<file path="src/hw/rtl/ddpi_pkg.sv">
`default_nettype none
package ddpi_pkg;

	localparam int CORDIC_ITERATIONS_DEF = 24;
	localparam int ATAN_COUNT = 30;
	localparam int CORD_W = 34;
	localparam int MUL_W = 34;
	localparam int PROD_W = 2 * MUL_W;
	localparam logic [31:0] CORDIC_GAIN_Q30 = 32'd652032874;

	localparam logic CMD_RESTART = 1'b0;
	localparam logic CMD_STEP = 1'b1;

	localparam logic [1:0] REG_TIME_STEP = 2'd0;
	localparam logic [1:0] REG_START_X = 2'd1;
	localparam logic [1:0] REG_START_Y = 2'd2;
	localparam logic [1:0] REG_START_HEADING = 2'd3;

	typedef struct packed {
		logic command;
		logic signed [23:0] speed;
		logic signed [31:0] turn_rate;
	} req_t;

	typedef struct packed {
		logic signed [31:0] pos_x;
		logic signed [31:0] pos_y;
		logic [31:0] heading;
	} pose_t;

	typedef struct packed {
		logic busy;
		logic signed [CORD_W-1:0] cos_v;
		logic signed [CORD_W-1:0] sin_v;
	} cordic_st_t;

	// arctangent of 2^-i as a binary angle
	function automatic logic [31:0] atan_turn(input logic [4:0] idx);
		logic [31:0] r;
		unique case (idx)
			5'd0: r = 32'h20000000;
			5'd1: r = 32'h12E4051E;
			5'd2: r = 32'h09FB385B;
			5'd3: r = 32'h051111D4;
			5'd4: r = 32'h028B0D43;
			5'd5: r = 32'h0145D7E1;
			5'd6: r = 32'h00A2F61E;
			5'd7: r = 32'h00517C55;
			5'd8: r = 32'h0028BE53;
			5'd9: r = 32'h00145F2F;
			5'd10: r = 32'h000A2F98;
			5'd11: r = 32'h000517CC;
			5'd12: r = 32'h00028BE6;
			5'd13: r = 32'h000145F3;
			5'd14: r = 32'h0000A2FA;
			5'd15: r = 32'h0000517D;
			5'd16: r = 32'h000028BE;
			5'd17: r = 32'h0000145F;
			5'd18: r = 32'h00000A30;
			5'd19: r = 32'h00000518;
			5'd20: r = 32'h0000028C;
			5'd21: r = 32'h00000146;
			5'd22: r = 32'h000000A3;
			5'd23: r = 32'h00000051;
			5'd24: r = 32'h00000029;
			5'd25: r = 32'h00000014;
			5'd26: r = 32'h0000000A;
			5'd27: r = 32'h00000005;
			5'd28: r = 32'h00000003;
			5'd29: r = 32'h00000001;
			default: r = 32'h00000000;
		endcase
		return r;
	endfunction

endpackage
`default_nettype wire

</file>
<file path="src/hw/rtl/ddpi_mul.sv">
`default_nettype none
module ddpi_mul (
	input wire logic clk,
	input wire logic signed [ddpi_pkg::MUL_W-1:0] a,
	input wire logic signed [ddpi_pkg::MUL_W-1:0] b,
	output logic signed [ddpi_pkg::PROD_W-1:0] p_q
);
	import ddpi_pkg::*;

	always_ff @(posedge clk) begin
		p_q <= a * b;
	end

endmodule
`default_nettype wire

</file>
<file path="config.mk">
export PLATFORM = sky130hd
export DESIGN_NAME = ddpi_mul
export DESIGN_NICKNAME = d
export VERILOG_FILES = /design/src/hw/rtl/ddpi_pkg.sv /design/src/hw/rtl/ddpi_mul.sv
export SDC_FILE = /design/constraint.sdc
export NUM_CORES = 2
export LEC_CHECK = 0
export BUFFER_PORTS_ARGS = -buffer_cell sky130_fd_sc_hd__buf_2
export CORE_AREA = 3 3 252 254
export DETAILED_ROUTE_END_ITERATION = 8
export DIE_AREA = 0 0 255 257
export PLACE_DENSITY = 0.88
export SYNTH_ARGS = -nofsm -noshare
export SYNTH_HDL_FRONTEND = slang
export SYNTH_SLANG_ARGS = --single-unit
</file>
<file path="constraint.sdc">
create_clock -name clk -period 22.2 [get_ports clk]
set_input_delay 1.11 -clock clk [delete_from_list [all_inputs] [get_ports clk]]
set_output_delay 1.11 -clock clk [all_outputs]
set_load 0.1 [all_outputs]
</file>
==> summary.md <==
| Metric | Value |
|---|---|
| Initial Util | `70.0%` |
| Synth Register Bits | `~70` |
| CP endpoint kind | `flip-flop` |
| HPWL after DPL | `approximately 88 mm` |
| Met3 GRT Util | `under 10%` |
| Status | `completed` |
| Initial drt markers | `2796` |
| GR peak layer | `met2` |
| Post-CTS sizing | `0` |
| Hold Path Class | `in2reg` |
| Clock sinks | `~70` |
| Total GRT Usage | `between 30% and 40%` |
| Worst hold start | `b[0]` |
| Syn_area_per_cell | `9.45 sq um` |
| Synth Instances | `between 4000 and 5000` |
| Max reg flops | `between 60 and 70` |
| Top cells by area, synth | `fa_1 58%, inv_1 11%, and2_1 9.0%` |
| Max Slew Vio Count | `0` |
| H-tree lvl count | `3` |
| Horiz. Die Dim | `between 200 and 300 microns` |
| Die height | `257 microns` |
| TritonCTS clock tree | `done` |
| Biggest register | `p_q` |
| Core area | `0.0615 sq mm` |
| Share of the synthesized area in the top cell type | `around 58%` |
| Post-synth top area cell | `fa_1` |
| Avg WL per Cell | `21.8 microns` |
| Hold Path Depth | `2` |
| Final layout net count | `between 6000 and 7000` |
| Bufs on Longest Clock Path | `2` |
| GRT met1 Usage | `47.9%` |
| IO buf count | `136` |
| Post-synth ARST share | `0%` |
| Fillers | `roughly 4000` |
| Share of post-route cells with drive strength above 1 | `under 10%` |
| Crit Path Max Fanout | `35` |
| CP Class | `in2reg` |
| Hold Vio Cnt, Final | `0` |
| Crit path launch | `b[7]` |
| MaxCap Viol Count | `0` |
| Yosys warns | `0` |
| Slew of the pin with the lowest slew margin | `roughly 1.1 ns` |
| Register area share after synthesis | `3.16%` |
| Peak Freq | `107 MHz` |
| Routed vias/inst | `a little under 6` |
| Min-Delay Endpoint | `p_q[0]` |
| Distinct cells, synth | `69` |
| First-pass GRT wire length | `189 mm` |
| Fin crit share | `42.0%` |
| Routed vias | `~31000` |
| Min Tclk post-route | `about 9.3 ns` |
| M2 GR Usage | `about three fifths` |
| Critical Path RT | `22.53 ns` |
| # IOs | `about 140` |
| Placer Congestion | `~1` |
| Arrival time at the worst endpoint | `9.65 ns` |
| Mapped cell area | `about 0.043 sq mm` |
| Rel. slew slack | `between 20% and 30%` |
| Syn-to-layout area delta | `2.82%` |
| Row cnt | `91` |
| Critical Path Start Type | `input pin` |
| Cts bufs inserted | `9` |
| Multi-input logic area | `~0.036 sq mm` |
| Post-synth EDFFs | `0` |
| Final ANT Viol Nets | `0` |
| Setup violators final | `0` |
| Number of setup buffers added after CTS | `0` |
| Root buffer cell | `clkbuf_16` |
| Final setup TNS | `0 ns` |
| Antenna violations before repair | `3` |
| Pre-antenna DRT Iters | `6` |
| Largest net degree at the start of global routing | `35` |
| Leading registers by flop count | `p_q (68)` |
| Die area | `~0.066 sq mm` |
| Drt total wl | `approximately 120 mm` |
| Worst-path clk slew | `approximately 0.07 ns` |
| Total grt overflow | `0` |
| Vias in the first global route | `35651` |
| Syn nets | `about 6000` |
| RSZ-0062 raised after global routing | `no` |
| DRC | `0` |
| Main flop type after synthesis | `dfxtp_1` |
| Reg area | `~0.0014 sq mm` |
| Hold_buf cts | `0` |
-- critical path: stages --
cell and delay (ns):
buf_2 0.71, nand2_1 0.28, inv_1 0.16, fa_1 0.42, inv_1 0.24, fa_1 0.54
inv_1 0.18, fa_1 0.53, fa_1 1.22, fa_1 0.59, fa_1 0.52, fa_1 0.49
inv_1 0.05, fa_1 0.48, inv_1 0.04, ha_1 0.36, and2_1 0.23, and3_1 0.20
a221oi_1 0.27, o41ai_1 0.18, a31oi_4 0.26, o31ai_4 0.13, a221oi_2 0.27, xnor2_1 0.14
-- layout by cell type, fill, tap and decap left out, drive strengths merged, types with 5 or more instances in the layout --
cell type	n
o41ai	6
ha	204
xnor2	56
nor3	5
a211oi	7
nor2	56
dfxtp	68
nand2	542
a21oi	63
o21bai	12
fa	1241
a31oi	10
a21o	37
nand4	11
nand3	11
clkbuf	9
o21ai	41
clkinv	5
nor2b	9
and3	8
nand2b	20
xor2	23
and2	623
buf	158
inv	1232
-- cell usage after synthesis (all sizes together) (3+ instances only) --
library cell / instances
buf: 9
ha: 204
nand2: 542
dfxtp: 68
nand4: 11
o211ai: 3
clkbuf: 217
a21o: 37
nand3: 11
inv: 1231
o21a: 4
fa: 1241
nor2b: 9
a31oi: 10
xnor2: 56
or2: 4
o21ai: 41
and3: 8
a221oi: 4
a211oi: 7
xor2: 23
and2: 623
o41ai: 6
nor2: 56
nor3: 5
a211o: 3
a21oi: 63
o21bai: 12
nand2b: 20
-- cells by family (layout without fill, tap and decap cells) --
logic type      count (synthesis)  after routing  share of synthesized area [%]
simple gates                 1296           1296                           15.4
compound gates                206            206                           3.35
fa+ha+maj                    1445           1445                           63.7
xor+xnor                       79             79                           1.61
buf+inv                      1460           1406                           12.8
flops                          68             68                           3.16
other cells                     0              2                              0
-- layout make-up --
cell class	instances	share of cell area, %
multi-input combinational	3026	81.7
inverter	1232	10.5
sequential	68	3.08
tap	790	2.23
timing repair buffer	158	1.91
clock buffer	9	0.509
clock inverter	7	0.116
antenna	2	0.0113
-- per-stage QoR --
stage	util, %	setup slack [ns]	hold slack (ns)	cell area [sq um]	instances
4_1_cts	71.9	13.02	1.32	44200	5290
3_3_place_gp	71.5	12.83	1.66	44000	5274
2_1_floorplan	-	13.60	1.24	43000	4554
3_5_place_dp	71.5	12.60	1.66	44000	5274
6_report	72.0	12.88	1.35	44200	5292
5_1_grt	72.0	12.43	1.37	44200	5291
-- layer usage --
layer	wire, microns	vias up
met1	38900	15869
li1	-	12660
met5	0	-
met4	7570	0
met2	55200	2145
met3	13500	605
-- worst max path at each step --
stage,end,slack [ns],cells past startpoint
3_3_place_gp,p_q[66],12.83,21
3_5_place_dp,p_q[66],12.60,23
5_1_grt,p_q[67],12.43,25
2_1_floorplan,p_q[65],13.60,24
4_1_cts,p_q[66],13.02,23
6_report,p_q[66],12.88,24
Power is not shown: default switching activity piles up to over one toggle a cycle in this logic, so the estimate is an artifact.
