<file path="src/hw/rtl/ddpi_pkg.sv">
`default_nettype none
package ddpi_pkg;

	localparam int CORDIC_ITERATIONS_DEF = 24;
	localparam int ATAN_COUNT = 30;
	localparam int CORD_W = 34;
	localparam int MUL_W = 34;
	localparam int PROD_W = 2 * MUL_W;
	localparam logic [31:0] CORDIC_GAIN_Q30 = 32'd652032874;

	localparam logic CMD_RESTART = 1'b0;
	localparam logic CMD_STEP = 1'b1;

	localparam logic [1:0] REG_TIME_STEP = 2'd0;
	localparam logic [1:0] REG_START_X = 2'd1;
	localparam logic [1:0] REG_START_Y = 2'd2;
	localparam logic [1:0] REG_START_HEADING = 2'd3;

	typedef struct packed {
		logic command;
		logic signed [23:0] speed;
		logic signed [31:0] turn_rate;
	} req_t;

	typedef struct packed {
		logic signed [31:0] pos_x;
		logic signed [31:0] pos_y;
		logic [31:0] heading;
	} pose_t;

	typedef struct packed {
		logic busy;
		logic signed [CORD_W-1:0] cos_v;
		logic signed [CORD_W-1:0] sin_v;
	} cordic_st_t;

	// arctangent of 2^-i as a binary angle
	function automatic logic [31:0] atan_turn(input logic [4:0] idx);
		logic [31:0] r;
		unique case (idx)
			5'd0: r = 32'h20000000;
			5'd1: r = 32'h12E4051E;
			5'd2: r = 32'h09FB385B;
			5'd3: r = 32'h051111D4;
			5'd4: r = 32'h028B0D43;
			5'd5: r = 32'h0145D7E1;
			5'd6: r = 32'h00A2F61E;
			5'd7: r = 32'h00517C55;
			5'd8: r = 32'h0028BE53;
			5'd9: r = 32'h00145F2F;
			5'd10: r = 32'h000A2F98;
			5'd11: r = 32'h000517CC;
			5'd12: r = 32'h00028BE6;
			5'd13: r = 32'h000145F3;
			5'd14: r = 32'h0000A2FA;
			5'd15: r = 32'h0000517D;
			5'd16: r = 32'h000028BE;
			5'd17: r = 32'h0000145F;
			5'd18: r = 32'h00000A30;
			5'd19: r = 32'h00000518;
			5'd20: r = 32'h0000028C;
			5'd21: r = 32'h00000146;
			5'd22: r = 32'h000000A3;
			5'd23: r = 32'h00000051;
			5'd24: r = 32'h00000029;
			5'd25: r = 32'h00000014;
			5'd26: r = 32'h0000000A;
			5'd27: r = 32'h00000005;
			5'd28: r = 32'h00000003;
			5'd29: r = 32'h00000001;
			default: r = 32'h00000000;
		endcase
		return r;
	endfunction

endpackage
`default_nettype wire

</file>
<file path="src/hw/rtl/ddpi_cordic.sv">
`default_nettype none
module ddpi_cordic #(
	parameter int ITERATIONS = ddpi_pkg::CORDIC_ITERATIONS_DEF
) (
	input wire logic clk,
	input wire logic arst_n,
	input wire logic start,
	input wire logic [31:0] angle,
	output ddpi_pkg::cordic_st_t status
);
	import ddpi_pkg::*;

	localparam int NITER = (ITERATIONS < ATAN_COUNT) ? ITERATIONS : ATAN_COUNT;
	localparam int CNT_W = $clog2(NITER);
	localparam logic signed [CORD_W-1:0] QUARTER = CORD_W'(34'sd1073741824);
	localparam logic signed [CORD_W-1:0] HALF = CORD_W'(34'sd2147483648);

	logic run_q;
	logic flip_q;
	logic [CNT_W-1:0] cnt_q;
	logic signed [CORD_W-1:0] x_q, y_q, z_q;
	logic signed [CORD_W-1:0] xs, ys, atn, za;

	assign za = {{(CORD_W-32){angle[31]}}, angle};
	assign xs = x_q >>> cnt_q;
	assign ys = y_q >>> cnt_q;
	assign atn = {{(CORD_W-32){1'b0}}, atan_turn(5'(cnt_q))};

	always_ff @(posedge clk or negedge arst_n) begin
		if (!arst_n) begin
			run_q <= 1'b0;
			cnt_q <= '0;
		end else if (start) begin
			run_q <= 1'b1;
			cnt_q <= '0;
		end else if (run_q) begin
			cnt_q <= cnt_q + 1'b1;
			if (cnt_q == CNT_W'(NITER - 1)) begin
				run_q <= 1'b0;
			end
		end
	end

	always_ff @(posedge clk) begin
		if (start) begin
			x_q <= {{(CORD_W-32){1'b0}}, CORDIC_GAIN_Q30};
			y_q <= '0;
			// fold the angle into the right half plane, negate the result later
			if (za > QUARTER) begin
				z_q <= za - HALF;
				flip_q <= 1'b1;
			end else if (za < -QUARTER) begin
				z_q <= za + HALF;
				flip_q <= 1'b1;
			end else begin
				z_q <= za;
				flip_q <= 1'b0;
			end
		end else if (run_q) begin
			if (z_q >= 0) begin
				x_q <= x_q - ys;
				y_q <= y_q + xs;
				z_q <= z_q - atn;
			end else begin
				x_q <= x_q + ys;
				y_q <= y_q - xs;
				z_q <= z_q + atn;
			end
		end
	end

	assign status.busy = run_q;
	assign status.cos_v = flip_q ? -x_q : x_q;
	assign status.sin_v = flip_q ? -y_q : y_q;

endmodule
`default_nettype wire

</file>
<file path="config.mk">
export PLATFORM = sky130hd
export DESIGN_NAME = ddpi_cordic
export DESIGN_NICKNAME = d
export VERILOG_FILES = /design/src/hw/rtl/ddpi_pkg.sv /design/src/hw/rtl/ddpi_cordic.sv
export SDC_FILE = /design/constraint.sdc
export NUM_CORES = 1
export LEC_CHECK = 0
export ABC_AREA = 1
export BUFFER_PORTS_ARGS = -buffer_cell sky130_fd_sc_hd__buf_2
export CORE_UTILIZATION = 42
export CTS_BUF_LIST = sky130_fd_sc_hd__clkbuf_4 sky130_fd_sc_hd__clkbuf_8
export DETAILED_ROUTE_END_ITERATION = 8
export GPL_TIMING_DRIVEN = 0
export PLACE_DENSITY = 0.64
export SETUP_SLACK_MARGIN = 0.5
export SYNTH_ARGS = -nofsm -noshare
export SYNTH_HDL_FRONTEND = slang
export SYNTH_SLANG_ARGS = --single-unit
</file>
<file path="constraint.sdc">
create_clock -name clk -period 4.1 [get_ports clk]
set_input_delay 0.205 -clock clk [delete_from_list [all_inputs] [get_ports clk]]
set_output_delay 0.205 -clock clk [all_outputs]
set_load 0.05 [all_outputs]
</file>
==> metrics.csv, run 1 <==
stage,metric,value,unit
critical_path,path_class,reg -> reg,
logic_synthesis,synth_cell_types,70,
clocking,insertion_delay,0.51,ns
critical_path,cp_top_family,simple AND/OR/NAND/NOR gates,
drt,vias,23300,
global_route,antenna_found_initial,2,
sta,whs,0.0226,ns
floorplanning,fp.dieArea,43300,sq um
sta,hold_viol,0,
logic_synthesis,async_flop_share,0.0550,
logic_synthesis,yosys.area.top_type,nand2_1,
critical_path,crit_path_max_fanout,10,
logic_synthesis,synth_edf_count,35,
global_route,grt_busiest_layer,met2,
global_route,grt_start_max_net_pins,26,
critical_path,slowest_stage,buf_1,
sta,fin_skew,0.0255,ns
clocking,clock_sinks,109,
clocking,cts-root-buf,clkbuf_8,
sta,slew_viol_final,0,
sta,setup-tns-final,-28.36,ns
floorplanning,core_area,41900,sq um
final_layout,final_cell_area,24100,sq um
critical_path,worstRegToRegCells,24,
critical_path,cpPeakStageDelay,0.69,ns
sta,fmax,0.206,GHz
drt,wl,97.3,mm
outcome,status,"complete, but fails checks",
placed_design,port-buffer-count,103,
critical_path,worstPathRequired,4.54,ns
drt,wl_per_cell,25.2,microns
global_route,grt_pass1_vias,21600,
drt,drt.antenna.violating_nets,0,
logic_synthesis,synth.most_common_cell,nand2_1,
drt,drt-pass1-iter-count,6,
floorplanning,die_h,208,microns
sta,rsz0062_at_grt,true,
worst_hold_path,holdCritPathClass,in -> reg,
logic_synthesis,synth_common_cells,"nand2_1, nand3_1, nor2_1, inv_1, a21oi_1",
global_route,grt_overflow,0,
clocking,clk_pin_slew,0.15,ns
worst_hold_path,min_path_cells,3,
logic_synthesis,synth.net_count,3154,
placed_design,dp_hpwl,72.8,mm
logic_synthesis,syn-instance-count,3003,
critical_path,startpoint_type,flop,
placed_design,gp_congestion,1.09,
critical_path,cp.depth,24,
outcome,failed_checks,negative setup slack,
critical_path,cp-end-kind,flop,
logic_synthesis,synth_top_area_frac,0.181,
clocking,tritoncts,built,
logic_synthesis,netlist_area,17800,sq um
final_layout,areaGrowthSynthToFinish,35.2,%
sta,worst_pin_slew,1.47,ns
drt,drt_iter0_markers,2321,
sta,slew_headroom,0.0182,
critical_path,crit_top_cell,nand2_1,
logic_synthesis,syn_area_per_cell,5.94,sq um
logic_synthesis,seq_area_frac_synth,0.144,
clocking,numCtsBuffers,9,
floorplanning,die_x,208,microns
critical_path,crit_buf_inv,6,
run,maxCapViolCount,0,
clocking,htreeDepth,3,
drt,drc,0,
floorplanning,pin_count,104,
global_route,grtUsageMet1,0.522,
global_route,grt_util_met2,0.679,
global_route,grt_util_met3,0.0898,
critical_path,crit_arrival,5.28,ns
sta,period_share,1.18,
drt,vias_per_cell,6.04,
logic_synthesis,synth_flop_cell,dfxtp_1,
logic_synthesis,ys_top_cells_by_area,"nand2_1, nand3_1, ha_1",
placed_design,place_area,19600,sq um
floorplanning,start_util,0.425,
final_layout,drive_above_1_share,0.333,
sta,final-setup-viol-count,70,
critical_path,path_cells,"buf_4, inv_2, buf_1, nand3_1, nand2_1, nor2_1, nand2_1, nor3_4, nand2_1, nand2_1, xnor2_1, ha_1, nand2_1, nor2_2, inv_1, nor4_4, buf_4, buf_4, a31oi_4, nand3_2, nand2_1, nor2_1, nor2_1, nor2_2",
logic_synthesis,ys_ff_latch,109,
global_route,grt_usage,0.427,
logic_synthesis,yosys_warnings,0,
final_layout,nFillCells,4027,
sta,fin_crit,4.85,ns
clocking,cts_buffer_depth,2,
floorplanning,rows,75,
global_route,grt_pass1_wl,137,mm
final_layout,nets,3462,
sta,fin_ws,-0.749,ns
## final cells by class
| class | count | area [sq um] | share of cell area |
|---|---|---|---|
| repair buffers | 297 | 2170 | 0.0902 |
| clock buffers | 9 | 124 | 0.00514 |
| flip-flops and latches | 109 | 2570 | 0.107 |
| well taps | 539 | 674 | 0.0280 |
| clock inverters | 7 | 70.1 | 0.00291 |
| inverters | 282 | 1100 | 0.0455 |
| plain buffers | 133 | 985 | 0.0408 |
| multi-input cells | 2479 | 16400 | 0.680 |
| diodes | 2 | 5.00 | 0.000208 |
## layout by cell type, fill, tap and decap left out, types with 12 or more instances in the layout
cell type / instances
xnor2_1: 43
nand3_2: 128
nor4_1: 12
or2_2: 23
nand2_1: 759
buf_6: 31
ha_1: 67
o21ai_0: 82
o22ai_1: 18
xnor2_2: 14
nand4_1: 18
xor2_1: 98
nand2_4: 24
nor2_1: 219
or2_4: 15
clkbuf_1: 31
buf_4: 177
ha_4: 43
inv_1: 200
nor2_2: 38
dlygate4sd3_1: 21
a21oi_2: 49
a31oi_1: 14
buf_2: 116
inv_2: 69
nand3_1: 265
buf_12: 13
nor2_4: 33
clkbuf_2: 15
a21oi_1: 113
o21ai_1: 46
dfxtp_1: 65
nor3_1: 25
o21ai_2: 39
nand2_2: 115
edfxtp_1: 35
## per-layer routing
metal | vias up | routed length, microns
li1 | 10600 | -
met1 | 11000 | 38100
met2 | 1343 | 43000
met3 | 379 | 8840
met4 | 0 | 7400
met5 | - | 0
## worst reg2reg max path: stages, from the launching register on
cell     delay [ns]
dfrtp_1        0.39
buf_4          0.19
inv_2          0.14
buf_1          0.69
nand3_1        0.25
nand2_1        0.28
nor2_1         0.09
nand2_1        0.15
nor3_4         0.06
nand2_1        0.10
nand2_1        0.09
xnor2_1        0.50
ha_1           0.38
nand2_1        0.10
nor2_2         0.11
inv_1          0.10
nor4_4         0.27
buf_4          0.19
buf_4          0.13
a31oi_4        0.10
nand3_2        0.11
nand2_1        0.05
nor2_1         0.10
nor2_1         0.05
nor2_2         0.15
## sequential cells by signal, summed over array words and instances, names as in the netlist
register	flops
cnt_q	5
flip_q	1
run_q	1
x_q	34
y_q	34
z_q	34
## path summary, 6_finish.rpt
kind,from,endpoint,slack (ns)
setup / recovery,cnt_q[4],y_q[33],-0.75
hold / removal,angle[5],z_q[5],0.02
setup reg to reg,cnt_q[4],y_q[33],-0.75
hold reg to reg,x_q[2],x_q[2],0.58
max in group asynchronous,arst_n,cnt_q[2],3.85
min in group asynchronous,arst_n,run_q,0.06
## what timing repair did
action,CTS,global route
endpoints found under the hold margin,26,0
hold buffers,21,0
buffers inserted,105,66
pin swaps,122,137
setup endpoints to repair,150,115
gates resized for setup,326,359
## cell families after synthesis
kind of cell,after synthesis,share of synthesized area
AOI/OAI and AO/OA,472,0.153
xor gates and xnor gates,170,0.0835
adders and majority gates,116,0.0826
buffers and inverters,415,0.102
DFF,109,0.144
and+or+nand+nor,1721,0.435
## per-stage QoR
stage | setup WS (ns) | instances | util
finish | -0.749 | 3857 | 0.575
detailed placement | -1.48 | 3647 | 0.468
global placement | -1.48 | 3645 | 0.467
CTS | -0.708 | 3789 | 0.528
floorplan | -0.0937 | 3003 | -
global route | -0.919 | 3857 | 0.575
Power of run 1 is left out: the tool's default activity adds up to more than one toggle a clock period on the data nets, which glitch-free logic cannot reach.
==> inputs of run 2 (changes only) <==
GPL_ROUTABILITY_DRIVEN = 0   (was unset)
SKIP_LAST_GASP = 1   (was unset)
==> run 2 against run 1 <==
Compared with the run above:
- the run ends with design-rule violations, negative setup slack left
- maximum frequency decreased by 1.6%
- critical path depth rose by 10
- register-to-register slack worse by 0.08 ns
- global-route usage is 5.0 points lower
- clock skew down 0.0020 ns
- core utilization hardly changed
- sequential share of layout area about the same
- critical endpoint unchanged
- largest cell class unchanged
==> metrics.csv, run 2 (same netlist as run 1, synthesis figures left out) <==
stage,metric,value,unit,change
sta,worst_pin_slew,1.37,ns,-0.103 ns
critical_path,slowest_stage,dfrtp_2,,
drt,drt.antenna.violating_nets,0,,unchanged
drt,wl_per_cell,22.6,microns,-10%
worst_hold_path,holdCritPathClass,in -> reg,,
drt,vias_per_cell,6.10,,+1.0%
global_route,grt_overflow,0,,unchanged
final_layout,nets,3475,,+0.38%
critical_path,reg2reg_slack,-0.83,ns,-0.08 ns
outcome,failed_checks,"design-rule violations, negative setup slack",,
sta,slew_headroom,0.0868,,+0.0686
clocking,insertion_delay,0.51,ns,about the same
final_layout,final_common_cell,nand2_1,,
floorplanning,pin_count,104,,unchanged
global_route,antenna_found_initial,3,,+1
sta,final-setup-viol-count,69,,-1.4%
worst_hold_path,min_path_cells,3,,unchanged
sta,period_share,1.20,,+0.0191
drt,drt-pass1-iter-count,9,,+3
critical_path,crit_arrival,5.35,ns,+0.07 ns
sta,rsz0062_at_grt,true,,
final_layout,final_util,0.575,,about the same
critical_path,worstPathRequired,4.53,ns,about the same
outcome,status,"complete, but fails checks",,
drt,drt_iter0_markers,2839,,+22%
drt,vias,23600,,+1.4%
clocking,clock_sinks,109,,unchanged
critical_path,r2r-end,y_q[33],,
clocking,htreeDepth,3,,unchanged
critical_path,cp-end-kind,flop,,
critical_path,startpoint_type,flop,,
critical_path,crit_path_max_fanout,9,,-1
floorplanning,die_h,208,microns,unchanged
critical_path,reg2reg_from,cnt_q[0],,
final_layout,reg_top3,"x_q x34, y_q x34, z_q x34",,
sta,slew_viol_final,0,,unchanged
placed_design,pre_cts_ws,-1.20,ns,+0.284 ns
sta,setup-tns-final,-31.05,ns,-2.68 ns
critical_path,cp-startpoint,cnt_q[0],,
global_route,grt_pass1_wl,124,mm,-9.4%
drt,wl,87.6,mm,-10%
clocking,tritoncts,built,,
critical_path,crit_path_end,y_q[33],,
global_route,grt_start_max_net_pins,35,,+35%
clocking,cts_buffer_depth,2,,unchanged
placed_design,dp_hpwl,62.3,mm,-14%
critical_path,worstRegToRegCells,34,,+42%
final_layout,areaGrowthSynthToFinish,35.2,%,about the same
placed_design,port-buffer-count,103,,unchanged
worst_hold_path,hp-start,angle[1],,
sta,hold_viol,0,,unchanged
critical_path,path_class,reg -> reg,,
global_route,grt_pass1_vias,21200,,-1.8%
final_layout,mostFrequentLayoutCells,"nand2_1, nand3_1, nor2_1, inv_1, buf_4",,
sta,fin_ws,-0.827,ns,-0.0785 ns
floorplanning,start_util,0.425,,unchanged
floorplanning,rows,75,,unchanged
floorplanning,fp.dieArea,43300,sq um,unchanged
critical_path,cpPeakStageDelay,0.48,ns,-0.21 ns
run,maxCapViolCount,0,,unchanged
sta,fin_skew,0.0235,ns,-0.00197 ns
clocking,numCtsBuffers,9,,unchanged
critical_path,crit_top_cell,nand2_2,,
sta,fin_crit,4.93,ns,+0.0785 ns
drt,drc,12,,+12
clocking,clk_pin_slew,0.14,ns,about the same
sta,fmax,0.203,GHz,-1.6%
clocking,cts-root-buf,clkbuf_8,,
global_route,grt_usage,0.377,,-0.0497
final_layout,drive_above_1_share,0.327,,-0.00580
floorplanning,core_area,41900,sq um,unchanged
floorplanning,die_x,208,microns,unchanged
## run 2: cell type report
cell class              instances  area, sq um
clock buffers                   9          124
plain buffers                 133         1010
fillers                      3939        17800
repair buffers                310         2350
clock inverters                 7         88.8
flip-flops and latches        109         2570
inverters                     282         1100
multi-input cells            2479        16200
well taps                     539          674
diodes                          2         5.00
## run 2: how the worst min path moves through the flow
stage	endpoint	slack (ns)
2_1_floorplan	cnt_q[0]	-0.09
3_3_place_gp	cnt_q[4]	0.04
3_5_place_dp	run_q	0.04
4_1_cts	z_q[10]	0.006
5_1_grt	z_q[1]	0.02
6_report	z_q[1]	0.01
## run 2: metal layers
metal	vias to the layer above	routed length (microns)	track usage
met1	10800	32500	0.454
met5	-	0	0
met4	0	7590	0.267
met2	1639	36700	0.570
li1	10600	-	-
met3	535	10700	0.117
## run 2: worst max-delay path, delay by kind of cell, from the launching register on
kind                       cells  cell delay [ns]
and+or+nand+nor               19             2.45
DFF                            1             0.48
AOI/OAI and AO/OA              4             0.51
xor gates and xnor gates       1             0.16
buffers and inverters          8             0.76
adders and majority gates      2             0.46
## run 2: metrics by stage
| stage | instance area, sq um | instances | hold slack (ns) |
|---|---|---|---|
| after global placement | 19600 | 3645 | 0.0380 |
| after detailed placement | 19600 | 3646 | 0.0396 |
| after global routing | 24100 | 3868 | 0.0214 |
| final | 24100 | 3870 | 0.00996 |
| after CTS | 21500 | 3765 | 0.00566 |
| after floorplan | 18400 | 3003 | -0.0906 |
## run 2: repair_timing
item                       4_1_cts  5_1_grt
setup endpoints to repair      148      138
cloned                           1        4
resized for setup              206      455
setup buffers                   82       98
hold endpoints to repair        25        0
pin swaps                       93      179
hold buffers                    20        0
Power of run 2 is left out for the same reason.
